[config.mk]
export PLATFORM = sky130hd
export DESIGN_NAME = lnfb_ram
export DESIGN_NICKNAME = d
export VERILOG_FILES = /design/src/design/layer_norm_forward_backward_unit_assert.svh /design/src/design/lnfb_ram.sv
export SDC_FILE = /design/constraint.sdc
export NUM_CORES = 2
export LEC_CHECK = 0
export BUFFER_PORTS_ARGS = -buffer_cell sky130_fd_sc_hd__buf_2
export CORE_MARGIN = 2
export CORE_UTILIZATION = 60
export DETAILED_ROUTE_END_ITERATION = 10
export PLACE_DENSITY_LB_ADDON = 0.08
export SYNTH_ARGS = -nofsm -noshare
export SYNTH_HDL_FRONTEND = slang
export SYNTH_SLANG_ARGS = --single-unit
[constraint.sdc]
create_clock -name clk -period 5.54 [get_ports clk]
set_clock_uncertainty 0.15 [all_clocks]
set_input_delay 0 -clock clk [delete_from_list [all_inputs] [get_ports clk]]
set_output_delay 0 -clock clk [all_outputs]
set_load 0.05 [all_outputs]
[src/design/layer_norm_forward_backward_unit_assert.svh]
// Assertion macros shared by the layer norm modules.
// Each macro expects clk and rst in scope at the point of use.
`ifndef LAYER_NORM_FORWARD_BACKWARD_UNIT_ASSERT_SVH
`define LAYER_NORM_FORWARD_BACKWARD_UNIT_ASSERT_SVH

// Same-cycle implication.
`define LNFB_ASSERT_IMP(name, ante, cons, msg) \
  name: assert property (@(posedge clk) disable iff (rst) (ante) |-> (cons)) \
    else $error(msg);

// Next-cycle implication.
`define LNFB_ASSERT_NXT(name, ante, cons, msg) \
  name: assert property (@(posedge clk) disable iff (rst) (ante) |=> (cons)) \
    else $error(msg);

`endif

[src/design/lnfb_ram.sv]
module lnfb_ram #(
  parameter int WIDTH = 32,
  parameter int DEPTH = 64
) (
  input  logic                     clk,
  input  logic                     we,
  input  logic [$clog2(DEPTH)-1:0] waddr,
  input  logic [WIDTH-1:0]         wdata,
  input  logic [$clog2(DEPTH)-1:0] raddr,
  output logic [WIDTH-1:0]         rdata
);

  logic [WIDTH-1:0] mem [DEPTH];

  // One write port, one registered read port.
  always_ff @(posedge clk) begin
    if (we) begin
      mem[waddr] <= wdata;
    end
    rdata <= mem[raddr];
  end

endmodule

==> metrics.csv <==
stage,metric,value,unit
run_status,status,finished clean,
critical_path,Startpoint Class,input pin,
timing,final hold violation count,0,
synthesis,Async SR Flop Fraction,0,
critical_path,CP arrival,3500,ps
power_and_ir_drop,Int Power,25.5,mW
critical_path,Worst EP required,6030,ps
synthesis,post-synth net total,3370,
synthesis,"Seq/Total Area, Yosys",0.791,
power_and_ir_drop,power density over cell area,366,nW/µm²
routing,Top Metal Used,met5,
synthesis,synth top area cells,"edfxtp_1, mux4_2, mux2i_1, dfxtp_1, o22ai_1",
timing,WHS,92.8,ps
routing,drt first pass iters,5,
synthesis,Synth Area in Adders,0,
global_route,first-pass GRT wire length,278000,µm
synthesis,Post-synth EDFFs,2048,
die,Die Y,366,µm
power_and_ir_drop,clock share of power,0.406,
power_and_ir_drop,Max rail drop VDD,0.394,mV
clock_network,post_cts resized,0,
global_route,vias in the first global route,37300,
timing,setup violators final,0,
synthesis,Yosys top cell by area,edfxtp_1,
routing,vias post-DR,37300,
synthesis,Syn Inst Count,3324,
finish,Area growth syn-to-layout,12.8,%
finish,Filler cells,7936,
synthesis,Ys Warns,0,
routing,wire per inst,36.2,µm
power_and_ir_drop,Combinational Power Share,0.054,
timing,Tcrit/Tclk final,0.544,
critical_path,Crit Path Max Fanout,60,
finish,nets@finish,3633,
clock_network,hold-fix buffer count after cts,39,
clock_network,Clock transition at path regs,60,ps
clock_network,Post-CTS Setup Inserts,0,
timing,Worst-Margin Slew,1390,ps
worst_hold_path,Worst Hold Class,in -> reg,
clock_network,root buffer cell,clkbuf_16,
routing,routed length on met1,74100,µm
placed_design,Port Buffers,77,
routing,# DRC,0,
flow_run,max-cap violation count,0,
power_and_ir_drop,P_sw,6.96,mW
timing,Fin Setup TNS,0,ps
clock_network,H-tree lvl count,4,
synthesis,post-synthesis compound-gate area fraction,0.0167,
routing,met2 wire length,97300,µm
routing,WL final,199000,µm
synthesis,"Cell Area, Synth",78500,µm²
synthesis,mux contribution to synthesized area,0.168,
synthesis,ys flop type,edfxtp_1,
power_and_ir_drop,register share of total power,0.540,
finish,share of post-route cells with drive strength above 1,0.293,
synthesis,Seq cells post-synth,2080,
die,DIE AREA,134000,µm²
placed_design,gpl congestion,0.827,
global_route,initial antenna violation count,20,
timing,unrepaired setup endpoints after global routing,no,
clock_network,CTS tree,done,
global_route,largest net degree at the start of global routing,92,
synthesis,most numerous cell in the Yosys netlist,edfxtp_1,
critical_path,CP Capture Type,register,
die,row count,132,
clock_network,clock sink count,2080,
global_route,Total GRT Usage,0.301,
timing,upper clock frequency limit,332,MHz
clock_network,clock buffer depth,3,
power_and_ir_drop,Sw Share,0.214,
routing,Met3 Routed Length,20500,µm
critical_path,critical path class,in -> reg,
timing,min Tclk post-route,3020,ps
routing,Vias/cell,6.78,
die,Die X,366,µm
synthesis,Synth Area in XOR/XNOR,0,
synthesis,largest family of logic cells by synthesized area,multiplexers,
synthesis,Synth Area in Simple Gates,0.0127,
finish,"Core Util, Final",0.683,
routing,post-route ant nets,0,
placed_design,Post-DP HPWL,108000,µm
die,core footprint,130000,µm²
die,initial cell density of the core,0.606,
power_and_ir_drop,P_leak,27.6,nW
synthesis,Mean Syn Cell Area,23.6,µm²
routing,Initial DRC Count,5512,
synthesis,synth cell count leaders,"edfxtp_1, mux4_2, nor2_1",
global_route,grt total ovfl,0,
synthesis,top-area cell type share of the netlist area,0.783,
die,# IOs,78,
clock_network,clk_lat worst skew,830,ps
timing,Slew Limit Fails,0,
synthesis,post-synth cell types,34,
timing,Rel. slew slack,0.0704,
clock_network,Num CTS Buffers,197,
registers in the layout, indices dropped and copies added, names as in the netlist:
signal / cells
rdata: 32
mem: 2048
metrics by stage:
step | instances | total power, mW | worst slack (ps) | area, µm²
floorplan | 3324 | 18.8 | 2230 | 78500
CTS | 5494 | 32.6 | 2660 | 88500
finish | 5498 | 32.4 | 2520 | 88600
global route | 5494 | 33.3 | 2410 | 88500
global placement | 5091 | 19.5 | 1780 | 81800
detailed placement | 5091 | 19.6 | 1790 | 81800
routing by layer:
metal | vias up | GRT usage
met5 | - | 0.0110
met4 | 16 | 0.101
met3 | 328 | 0.0612
met2 | 2066 | 0.479
met1 | 20100 | 0.424
li1 | 14800 | -
layout make-up:
cell class / instances / area, µm² / area share
Clock inverter: 115 / 1070 / 0.0121
Antenna cell: 4 / 10.0 / 0.000113
Timing Repair Buffer: 246 / 1920 / 0.0217
Clock buffer: 249 / 5260 / 0.0593
Sequential cell: 2080 / 62100 / 0.702
Multi-Input combinational cell: 1062 / 16000 / 0.180
Tap cell: 1742 / 2180 / 0.0246
logic make-up after synthesis:
family,count (synthesis)
buffers and inverters,182
and+or+nand+nor,223
muxes,637
AOI/OAI and AO/OA,202
DFF,2080
layout by cell type, fill, tap and decap left out, drive strengths merged, types with 10 or more instances in the layout:
master and n:
clkinv 83, mux2i 93, bufinv 16, dfxtp 32
dlygate4sd3 39, nand2 26, o221ai 27, nor2b 15
nor2 137, o22ai 84, buf 207, edfxtp 2048
inv 10, mux4 544, a21oi 62, clkbuf 249
a22oi 12
path summary, 6_finish.rpt:
| check | from | to | slack [ps] | cells past startpoint |
|---|---|---|---|---|
| worst max-delay path | raddr[0] | rdata[20] | 2520 | 7 |
| worst min-delay path | waddr[3] | mem[33][3] | 90 | 3 |
| worst max register to register | mem[23][20] | rdata[20] | 2730 | 5 |
| worst min register to register | mem[28][8] | rdata[8] | 630 | 4 |
power by group through the flow:
stage	registers (mW)	clock network (mW)	logic (mW)
after global placement	17.8	0	1.71
after global routing	17.5	13.9	1.84
after floorplan	17.9	0	0.847
after CTS	17.5	13.3	1.77
final	17.5	13.2	1.76
after detailed placement	17.8	0	1.75
critical path, cell delays in order:
cell and delay [ps]:
buf_8 590, buf_12 440, mux4_2 560, mux2i_1 320, nor2_1 100, a311oi_1 1040, nor3_1 170
Power figures use the tool's default switching activity.
