[config.mk]
export PLATFORM = sky130hd
export DESIGN_NAME = lnfb_alu
export DESIGN_NICKNAME = d
export VERILOG_FILES = /design/src/design/lnfb_pkg.sv /design/src/design/lnfb_alu.sv
export VERILOG_INCLUDE_DIRS = /design/src /design/src/design
export SDC_FILE = /design/constraint.sdc
export NUM_CORES = 2
export LEC_CHECK = 0
export ABC_AREA = 1
export BUFFER_PORTS_ARGS = -buffer_cell sky130_fd_sc_hd__buf_2
export CORE_MARGIN = 2
export CORE_UTILIZATION = 35
export DETAILED_ROUTE_END_ITERATION = 12
export PLACE_DENSITY = 0.51
export SYNTH_ARGS = -nofsm -noshare
export SYNTH_HDL_FRONTEND = slang
export SYNTH_SLANG_ARGS = --single-unit
[constraint.sdc]
create_clock -name clk -period 7.7 [get_ports clk]
set_clock_uncertainty 0.1 [all_clocks]
set_input_delay 0.77 -clock clk [delete_from_list [all_inputs] [get_ports clk]]
set_output_delay 0.77 -clock clk [all_outputs]
set_load 0.01 [all_outputs]
[src/design/layer_norm_forward_backward_unit_assert.svh]
// Assertion macros shared by the layer norm modules.
// Each macro expects clk and rst in scope at the point of use.
`ifndef LAYER_NORM_FORWARD_BACKWARD_UNIT_ASSERT_SVH
`define LAYER_NORM_FORWARD_BACKWARD_UNIT_ASSERT_SVH

// Same-cycle implication.
`define LNFB_ASSERT_IMP(name, ante, cons, msg) \
  name: assert property (@(posedge clk) disable iff (rst) (ante) |-> (cons)) \
    else $error(msg);

// Next-cycle implication.
`define LNFB_ASSERT_NXT(name, ante, cons, msg) \
  name: assert property (@(posedge clk) disable iff (rst) (ante) |=> (cons)) \
    else $error(msg);

`endif

[src/design/lnfb_pkg.sv]
package lnfb_pkg;

  // Default sizing of the feature vector and fixed-point format.
  localparam int MAX_FEATURES_DEF = 64;
  localparam int FRAC_BITS_DEF    = 16;

  // Fixed widths of the data path.
  localparam int DATA_W = 32;
  localparam int ACC_W  = 64;
  localparam int PROD_W = 96;
  localparam int EPS_W  = 31;
  localparam int STEP_W = 7;

  // Magnitude cap used by the shifted products.
  localparam logic [ACC_W-1:0] MAG_CAP = 64'h4000_0000_0000_0000;

  // Iteration counts of the shared arithmetic unit.
  localparam logic [STEP_W-1:0] MUL_STEPS  = 7'd32;
  localparam logic [STEP_W-1:0] DIV_STEPS  = 7'd64;
  localparam logic [STEP_W-1:0] SQRT_STEPS = 7'd32;
  localparam logic [ACC_W-1:0]  SQRT_BIT0  = 64'h4000_0000_0000_0000;

  // Item kinds, shared by the action input and the result kind output.
  localparam logic KIND_FWD = 1'b0;
  localparam logic KIND_BWD = 1'b1;

  typedef enum logic [1:0] {
    OP_MUL,
    OP_DIV,
    OP_SQRT
  } lnfb_op_t;

  typedef struct packed {
    logic              start;
    lnfb_op_t          op;
    logic [ACC_W-1:0]  a;
    logic [DATA_W-1:0] b;
  } alu_req_t;

  typedef struct packed {
    logic              busy;
    logic              done;
    logic [PROD_W-1:0] res;
  } alu_rsp_t;

  typedef enum logic [4:0] {
    ST_IDLE,
    ST_SUM_RD,
    ST_SUM_ACC,
    ST_MEAN_GO,
    ST_MEAN_WAIT,
    ST_VAR_RD,
    ST_VAR_GO,
    ST_VAR_WAIT,
    ST_VDIV_GO,
    ST_VDIV_WAIT,
    ST_SQRT_WAIT,
    ST_INV_WAIT,
    ST_X_RD,
    ST_X_GO,
    ST_X_WAIT,
    ST_B1_RD,
    ST_B1_GO,
    ST_B1_WAIT,
    ST_B2_RD,
    ST_B2_GO,
    ST_B2_WAIT,
    ST_B2_DIV,
    ST_B2_SC,
    ST_PUT,
    ST_EMIT
  } lnfb_state_t;

  // Magnitude of a signed 32-bit word.
  function automatic logic [DATA_W-1:0] abs32(input logic [DATA_W-1:0] x);
    return x[DATA_W-1] ? (32'd0 - x) : x;
  endfunction

  // Magnitude of a signed 64-bit word.
  function automatic logic [ACC_W-1:0] abs64(input logic [ACC_W-1:0] x);
    return x[ACC_W-1] ? (64'd0 - x) : x;
  endfunction

  // Apply a sign to a magnitude and saturate to 32 bits.
  function automatic logic [DATA_W-1:0] sat32(input logic neg,
                                              input logic [ACC_W-1:0] mag);
    logic [DATA_W-1:0] r;
    if (neg) begin
      r = (mag >= 64'h8000_0000) ? 32'h8000_0000 : (32'd0 - mag[DATA_W-1:0]);
    end else begin
      r = (mag > 64'h7FFF_FFFF) ? 32'h7FFF_FFFF : mag[DATA_W-1:0];
    end
    return r;
  endfunction

endpackage

[src/design/lnfb_alu.sv]
`include "layer_norm_forward_backward_unit_assert.svh"

module lnfb_alu (
  input  logic               clk,
  input  logic               rst,
  input  lnfb_pkg::alu_req_t req,
  output lnfb_pkg::alu_rsp_t rsp
);

  logic                           busy;
  logic                           done;
  lnfb_pkg::lnfb_op_t             op_q;
  logic [lnfb_pkg::STEP_W-1:0]    cnt;
  logic [lnfb_pkg::PROD_W-1:0]    acc;
  logic [lnfb_pkg::PROD_W-1:0]    sh;
  logic [lnfb_pkg::ACC_W-1:0]     mq;
  logic [lnfb_pkg::DATA_W-1:0]    rem;
  logic [lnfb_pkg::DATA_W-1:0]    dvs;

  logic [lnfb_pkg::PROD_W-1:0]    mul_sum;
  logic [lnfb_pkg::DATA_W:0]      trial;
  logic [lnfb_pkg::DATA_W:0]      trial_sub;
  logic                           div_fit;
  logic [lnfb_pkg::DATA_W-1:0]    rem_next;
  logic [lnfb_pkg::ACC_W-1:0]     sq_t;
  logic                           sq_fit;

  // One step of each operation: shift-add multiply, restoring divide,
  // and the digit-by-digit square root.
  always_comb begin
    mul_sum   = acc + sh;
    trial     = {rem, mq[lnfb_pkg::ACC_W-1]};
    trial_sub = trial - {1'b0, dvs};
    div_fit   = (trial >= {1'b0, dvs});
    rem_next  = div_fit ? trial_sub[lnfb_pkg::DATA_W-1:0] : trial[lnfb_pkg::DATA_W-1:0];
    sq_t      = sh[lnfb_pkg::ACC_W-1:0] + mq;
    sq_fit    = (acc[lnfb_pkg::ACC_W-1:0] >= sq_t);
  end

  // Control and operand registers.
  always_ff @(posedge clk) begin
    if (rst) begin
      busy <= 1'b0;
      done <= 1'b0;
    end else begin
      done <= 1'b0;
      if (req.start) begin
        busy <= 1'b1;
        op_q <= req.op;
        unique case (req.op)
          lnfb_pkg::OP_MUL: begin
            acc <= '0;
            sh  <= {32'd0, req.a};
            mq  <= {32'd0, req.b};
            cnt <= lnfb_pkg::MUL_STEPS;
          end
          lnfb_pkg::OP_DIV: begin
            rem <= '0;
            mq  <= req.a;
            dvs <= req.b;
            cnt <= lnfb_pkg::DIV_STEPS;
          end
          lnfb_pkg::OP_SQRT: begin
            acc <= {32'd0, req.a};
            sh  <= '0;
            mq  <= lnfb_pkg::SQRT_BIT0;
            cnt <= lnfb_pkg::SQRT_STEPS;
          end
          default: begin
            cnt <= lnfb_pkg::MUL_STEPS;
          end
        endcase
      end else if (busy) begin
        unique case (op_q)
          lnfb_pkg::OP_MUL: begin
            if (mq[0]) begin
              acc <= mul_sum;
            end
            sh <= sh << 1;
            mq <= mq >> 1;
          end
          lnfb_pkg::OP_DIV: begin
            rem <= rem_next;
            mq  <= {mq[lnfb_pkg::ACC_W-2:0], div_fit};
          end
          lnfb_pkg::OP_SQRT: begin
            if (sq_fit) begin
              acc[lnfb_pkg::ACC_W-1:0] <= acc[lnfb_pkg::ACC_W-1:0] - sq_t;
              sh[lnfb_pkg::ACC_W-1:0]  <= (sh[lnfb_pkg::ACC_W-1:0] >> 1) + mq;
            end else begin
              sh[lnfb_pkg::ACC_W-1:0]  <= sh[lnfb_pkg::ACC_W-1:0] >> 1;
            end
            mq <= mq >> 2;
          end
          default: begin
            mq <= mq;
          end
        endcase
        cnt <= cnt - 7'd1;
        if (cnt == 7'd1) begin
          busy <= 1'b0;
          done <= 1'b1;
        end
      end
    end
  end

  // Result selection by the running operation.
  always_comb begin
    rsp.busy = busy;
    rsp.done = done;
    unique case (op_q)
      lnfb_pkg::OP_MUL:  rsp.res = acc;
      lnfb_pkg::OP_DIV:  rsp.res = {32'd0, mq};
      lnfb_pkg::OP_SQRT: rsp.res = {32'd0, sh[lnfb_pkg::ACC_W-1:0]};
      default:           rsp.res = acc;
    endcase
  end

  `LNFB_ASSERT_IMP(alu_start_when_free, req.start, !busy, "alu started while busy")
  `LNFB_ASSERT_NXT(alu_start_runs, req.start, busy, "alu did not begin after start")
  `LNFB_ASSERT_NXT(alu_done_pulse, done, !done, "alu done held for more than one cycle")

endmodule

==> impl_metrics.json <==
{
  "syn-num-nets": 8124,
  "gp_congestion": 1.099,
  "routed-via-count": 52090,
  "dieArea_um2": 130000,
  "min_path_type": "input pin to flop",
  "grt_pass1_wl_um": 356500,
  "syn_area_um2": 44510,
  "ir_drop_v": 0.0001760,
  "drt-initial-drc-count": 6767,
  "register_area_um2": 9920,
  "cp.arrival_ps": 7050,
  "start_util": 0.3535,
  "p_per_area_nw_per_um2": 190.1,
  "holdBufCountCts": 0,
  "hpwl_um": 219300,
  "syn_inst": 7693,
  "drt_wl_total_um": 256200,
  "numPlacedInstances": 9434,
  "wl_per_cell_um": 26.90,
  "worstPathRequired_ps": 8110,
  "clockPowerShare": 0.248,
  "reg2reg_depth": 23,
  "grt.overflow.total": 0,
  "rsz0062_at_grt": "false",
  "utilization": 0.3885,
  "fin_cells": 9523,
  "fin_ws_ps": 1065,
  "dpl-instance-area_um2": 47340,
  "multi_input_area_um2": 28580,
  "numCtsBuffers": 47,
  "final_layout_size_suffix_gt1_frac": 0.04994,
  "leakage_nw": 25.13,
  "ys.warnings.count": 0,
  "fp.dieH_um": 360.6,
  "yosys_most_used_dff": "edfxtp_1",
  "criticalPathCategory": "flop to flop",
  "hold_viol_final": 0,
  "hold_depth": 1,
  "grt.total_usage": 0.3816,
  "clockBufferDepth": 3,
  "drc": 0,
  "clockRootBuffer": "clkbuf_16",
  "worstPathMaxFanout": 29,
  "clk_pin_slew_ps": 60,
  "ys_types": 51,
  "worst_pin_slew_ps": 1303,
  "setup_viol": 0,
  "core_um2": 125900,
  "period_share": 0.8617,
  "tns_ps": 0,
  "synth_edf_count": 329,
  "grt_start_max_net_pins": 124,
  "first_pass_iters": 6,
  "power_frac_seq": 0.247,
  "h-tree-depth": 2,
  "p_comb_frac": 0.505,
  "avgSynthCellArea_um2": 5.785,
  "period_needed_ps": 6635,
  "status": "completed",
  "cts_tree": "done",
  "busiest_layer": "met2",
  "rows": 130,
  "cp-end-kind": "flop",
  "slew_headroom": 0.1220,
  "antenna_found_initial": 9,
  "drv_slew": 0,
  "power.internal_mw": 4.701,
  "die_w_um": 360.6,
  "clk_latency_ps": 710,
  "use_met3": 0.07166,
  "dp_slack_ps": 1289,
  "switchingPower_mw": 4.599,
  "vias_per_cell": 5.470,
  "post_cts_buffers": 0,
  "io_buffers": 198,
  "nFillCells": 14220,
  "switching_share": 0.4945,
  "nets": 8264,
  "gr-usage-met1": 0.5306,
  "async_reset_ff_frac": 0,
  "startpoint_type": "flop",
  "finalInstanceArea_um2": 48910,
  "ys_ff_latch": 331,
  "ys_seq_area_frac": 0.2229,
  "cts_resized": 0,
  "area_growth_pct": 9.893,
  "cap_violations": 0,
  "grt_pass1_vias": 47690,
  "grt_use_met2": 0.5701,
  "fmax_ghz": 0.1507,
  "antenna_left": 0,
  "clock-sinks": 331,
  "pin_count": 199
}
-- logic make-up (layout without fill, tap and decap cells) --
group | Yosys count | after routing | synth area share
buf+inv | 1592 | 1769 | 0.1365
flops | 331 | 331 | 0.2229
xor+xnor | 119 | 119 | 0.02342
simple gates | 4175 | 4175 | 0.3790
compound gates | 1146 | 1146 | 0.1446
fa+ha+maj | 330 | 330 | 0.09361
other cells | 0 | 3 | 0
-- registers in the layout, summed over array words and instances (netlist names), 2 cells and up --
name,cells
acc,96
sh,96
mq,64
dvs,32
rem,32
cnt,7
op_q,2
-- synth_stat cells (3+ instances only) --
cell type | number | area (um^2)
o21a_1 | 10 | 75.07
nand2_1 | 2591 | 9726
o21bai_1 | 35 | 262.8
nand3b_2 | 7 | 78.83
nor2_4 | 3 | 33.78
a31oi_1 | 18 | 112.6
buf_2 | 3 | 15.01
inv_1 | 1439 | 5401
o221ai_1 | 6 | 52.55
nand3_1 | 435 | 2177
a21oi_1 | 518 | 2592
nand4_1 | 50 | 312.8
a21o_1 | 16 | 120.1
or2_2 | 19 | 118.9
ha_1 | 325 | 4066
o21ai_1 | 6 | 30.03
inv_2 | 7 | 26.28
buf_6 | 6 | 67.56
a21boi_0 | 10 | 75.07
nor2_1 | 915 | 3435
nand3b_1 | 41 | 307.8
nand2_2 | 19 | 118.9
o211ai_1 | 68 | 510.5
nor3_1 | 49 | 245.2
clkbuf_1 | 106 | 397.9
edfxtp_1 | 329 | 9879
o22ai_1 | 6 | 37.54
a211oi_1 | 3 | 22.52
nor2_2 | 13 | 81.33
nor4_1 | 25 | 156.4
buf_1 | 18 | 67.56
xnor2_1 | 37 | 324.1
buf_4 | 8 | 60.06
xor2_1 | 82 | 718.2
a32o_1 | 53 | 530.5
nand3_2 | 5 | 50.05
fa_1 | 5 | 100.1
o21ai_0 | 390 | 1952
-- cell usage in the layout (no fill, tap or decap), types with 25 or more instances in the layout --
| cell type | netlist | layout |
|---|---|---|
| nor2_1 | 915 | 910 |
| xnor2_1 | 37 | 37 |
| nand2_1 | 2591 | 2591 |
| inv_1 | 1439 | 1436 |
| o21bai_1 | 35 | 35 |
| ha_1 | 325 | 322 |
| a21oi_1 | 518 | 518 |
| nor3_1 | 49 | 48 |
| edfxtp_1 | 329 | 329 |
| nor4_1 | 25 | 25 |
| o21ai_0 | 390 | 390 |
| nand3b_1 | 41 | 41 |
| nand3_1 | 435 | 435 |
| o211ai_1 | 68 | 68 |
| buf_4 | 8 | 34 |
| nand4_1 | 50 | 50 |
| buf_2 | 3 | 197 |
| a32o_1 | 53 | 53 |
| clkbuf_16 | 0 | 47 |
| xor2_1 | 82 | 82 |
-- power groups by stage --
stage	Sequential (mW)	Combinational, mW	Clock, mW
after global placement	2.33	4.53	0
final	2.30	4.69	2.31
after floorplan	2.25	2.77	0
after global routing	2.30	5.03	2.39
after CTS	2.30	4.54	2.34
after detailed placement	2.33	4.52	0
-- cell type report --
class                   instances  area share
multi-input cells            5770      0.5844
repair buffers                235     0.02701
well taps                    1650     0.04221
clock buffers                  63     0.02589
inverters                    1448      0.1114
diodes                          3   0.0001535
flip-flops and latches        331      0.2028
clock inverters                23    0.006140
-- worst max-delay path, cell delays in order (launching register included) --
cell and delay (ps):
edfxtp_1 580, ha_1 500, nand2_1 130, nor2_1 160, inv_1 80, nor2_1 140
inv_1 110, nor3_1 640, nand3_1 260, nand3_1 330, nand2_1 150, nand4_1 100
nand2_1 110, ha_1 500, nand2_1 160, nor3_1 400, nand2_1 160, nor3_1 210
nand2_2 100, nand2_4 330, nand2_4 280, inv_2 650, nand3_2 130, nand2_1 90
-- through the flow --
stage / total power, mW / hold slack, ps
detailed placement: 6.848 / 373.8
finish: 9.300 / 173.4
global route: 9.728 / 171.8
global placement: 6.864 / 368.2
floorplan: 5.022 / 336.6
CTS: 9.169 / 143.3
-- layer usage --
metal	wire (um)	up-vias
met3	24140	389
met4	13260	6
met1	112500	24370
li1	-	24700
met5	28	-
met2	106200	2634
-- path summary, 6_finish.rpt --
kind | endpoint | slack (ps) | startpoint
max | sh[63] | 1060 | sh[28]
min | dvs[20] | 170 | req[20]
max reg2reg | sh[63] | 1060 | sh[28]
min reg2reg | done | 380 | busy
(Power assumes the default switching activity.)
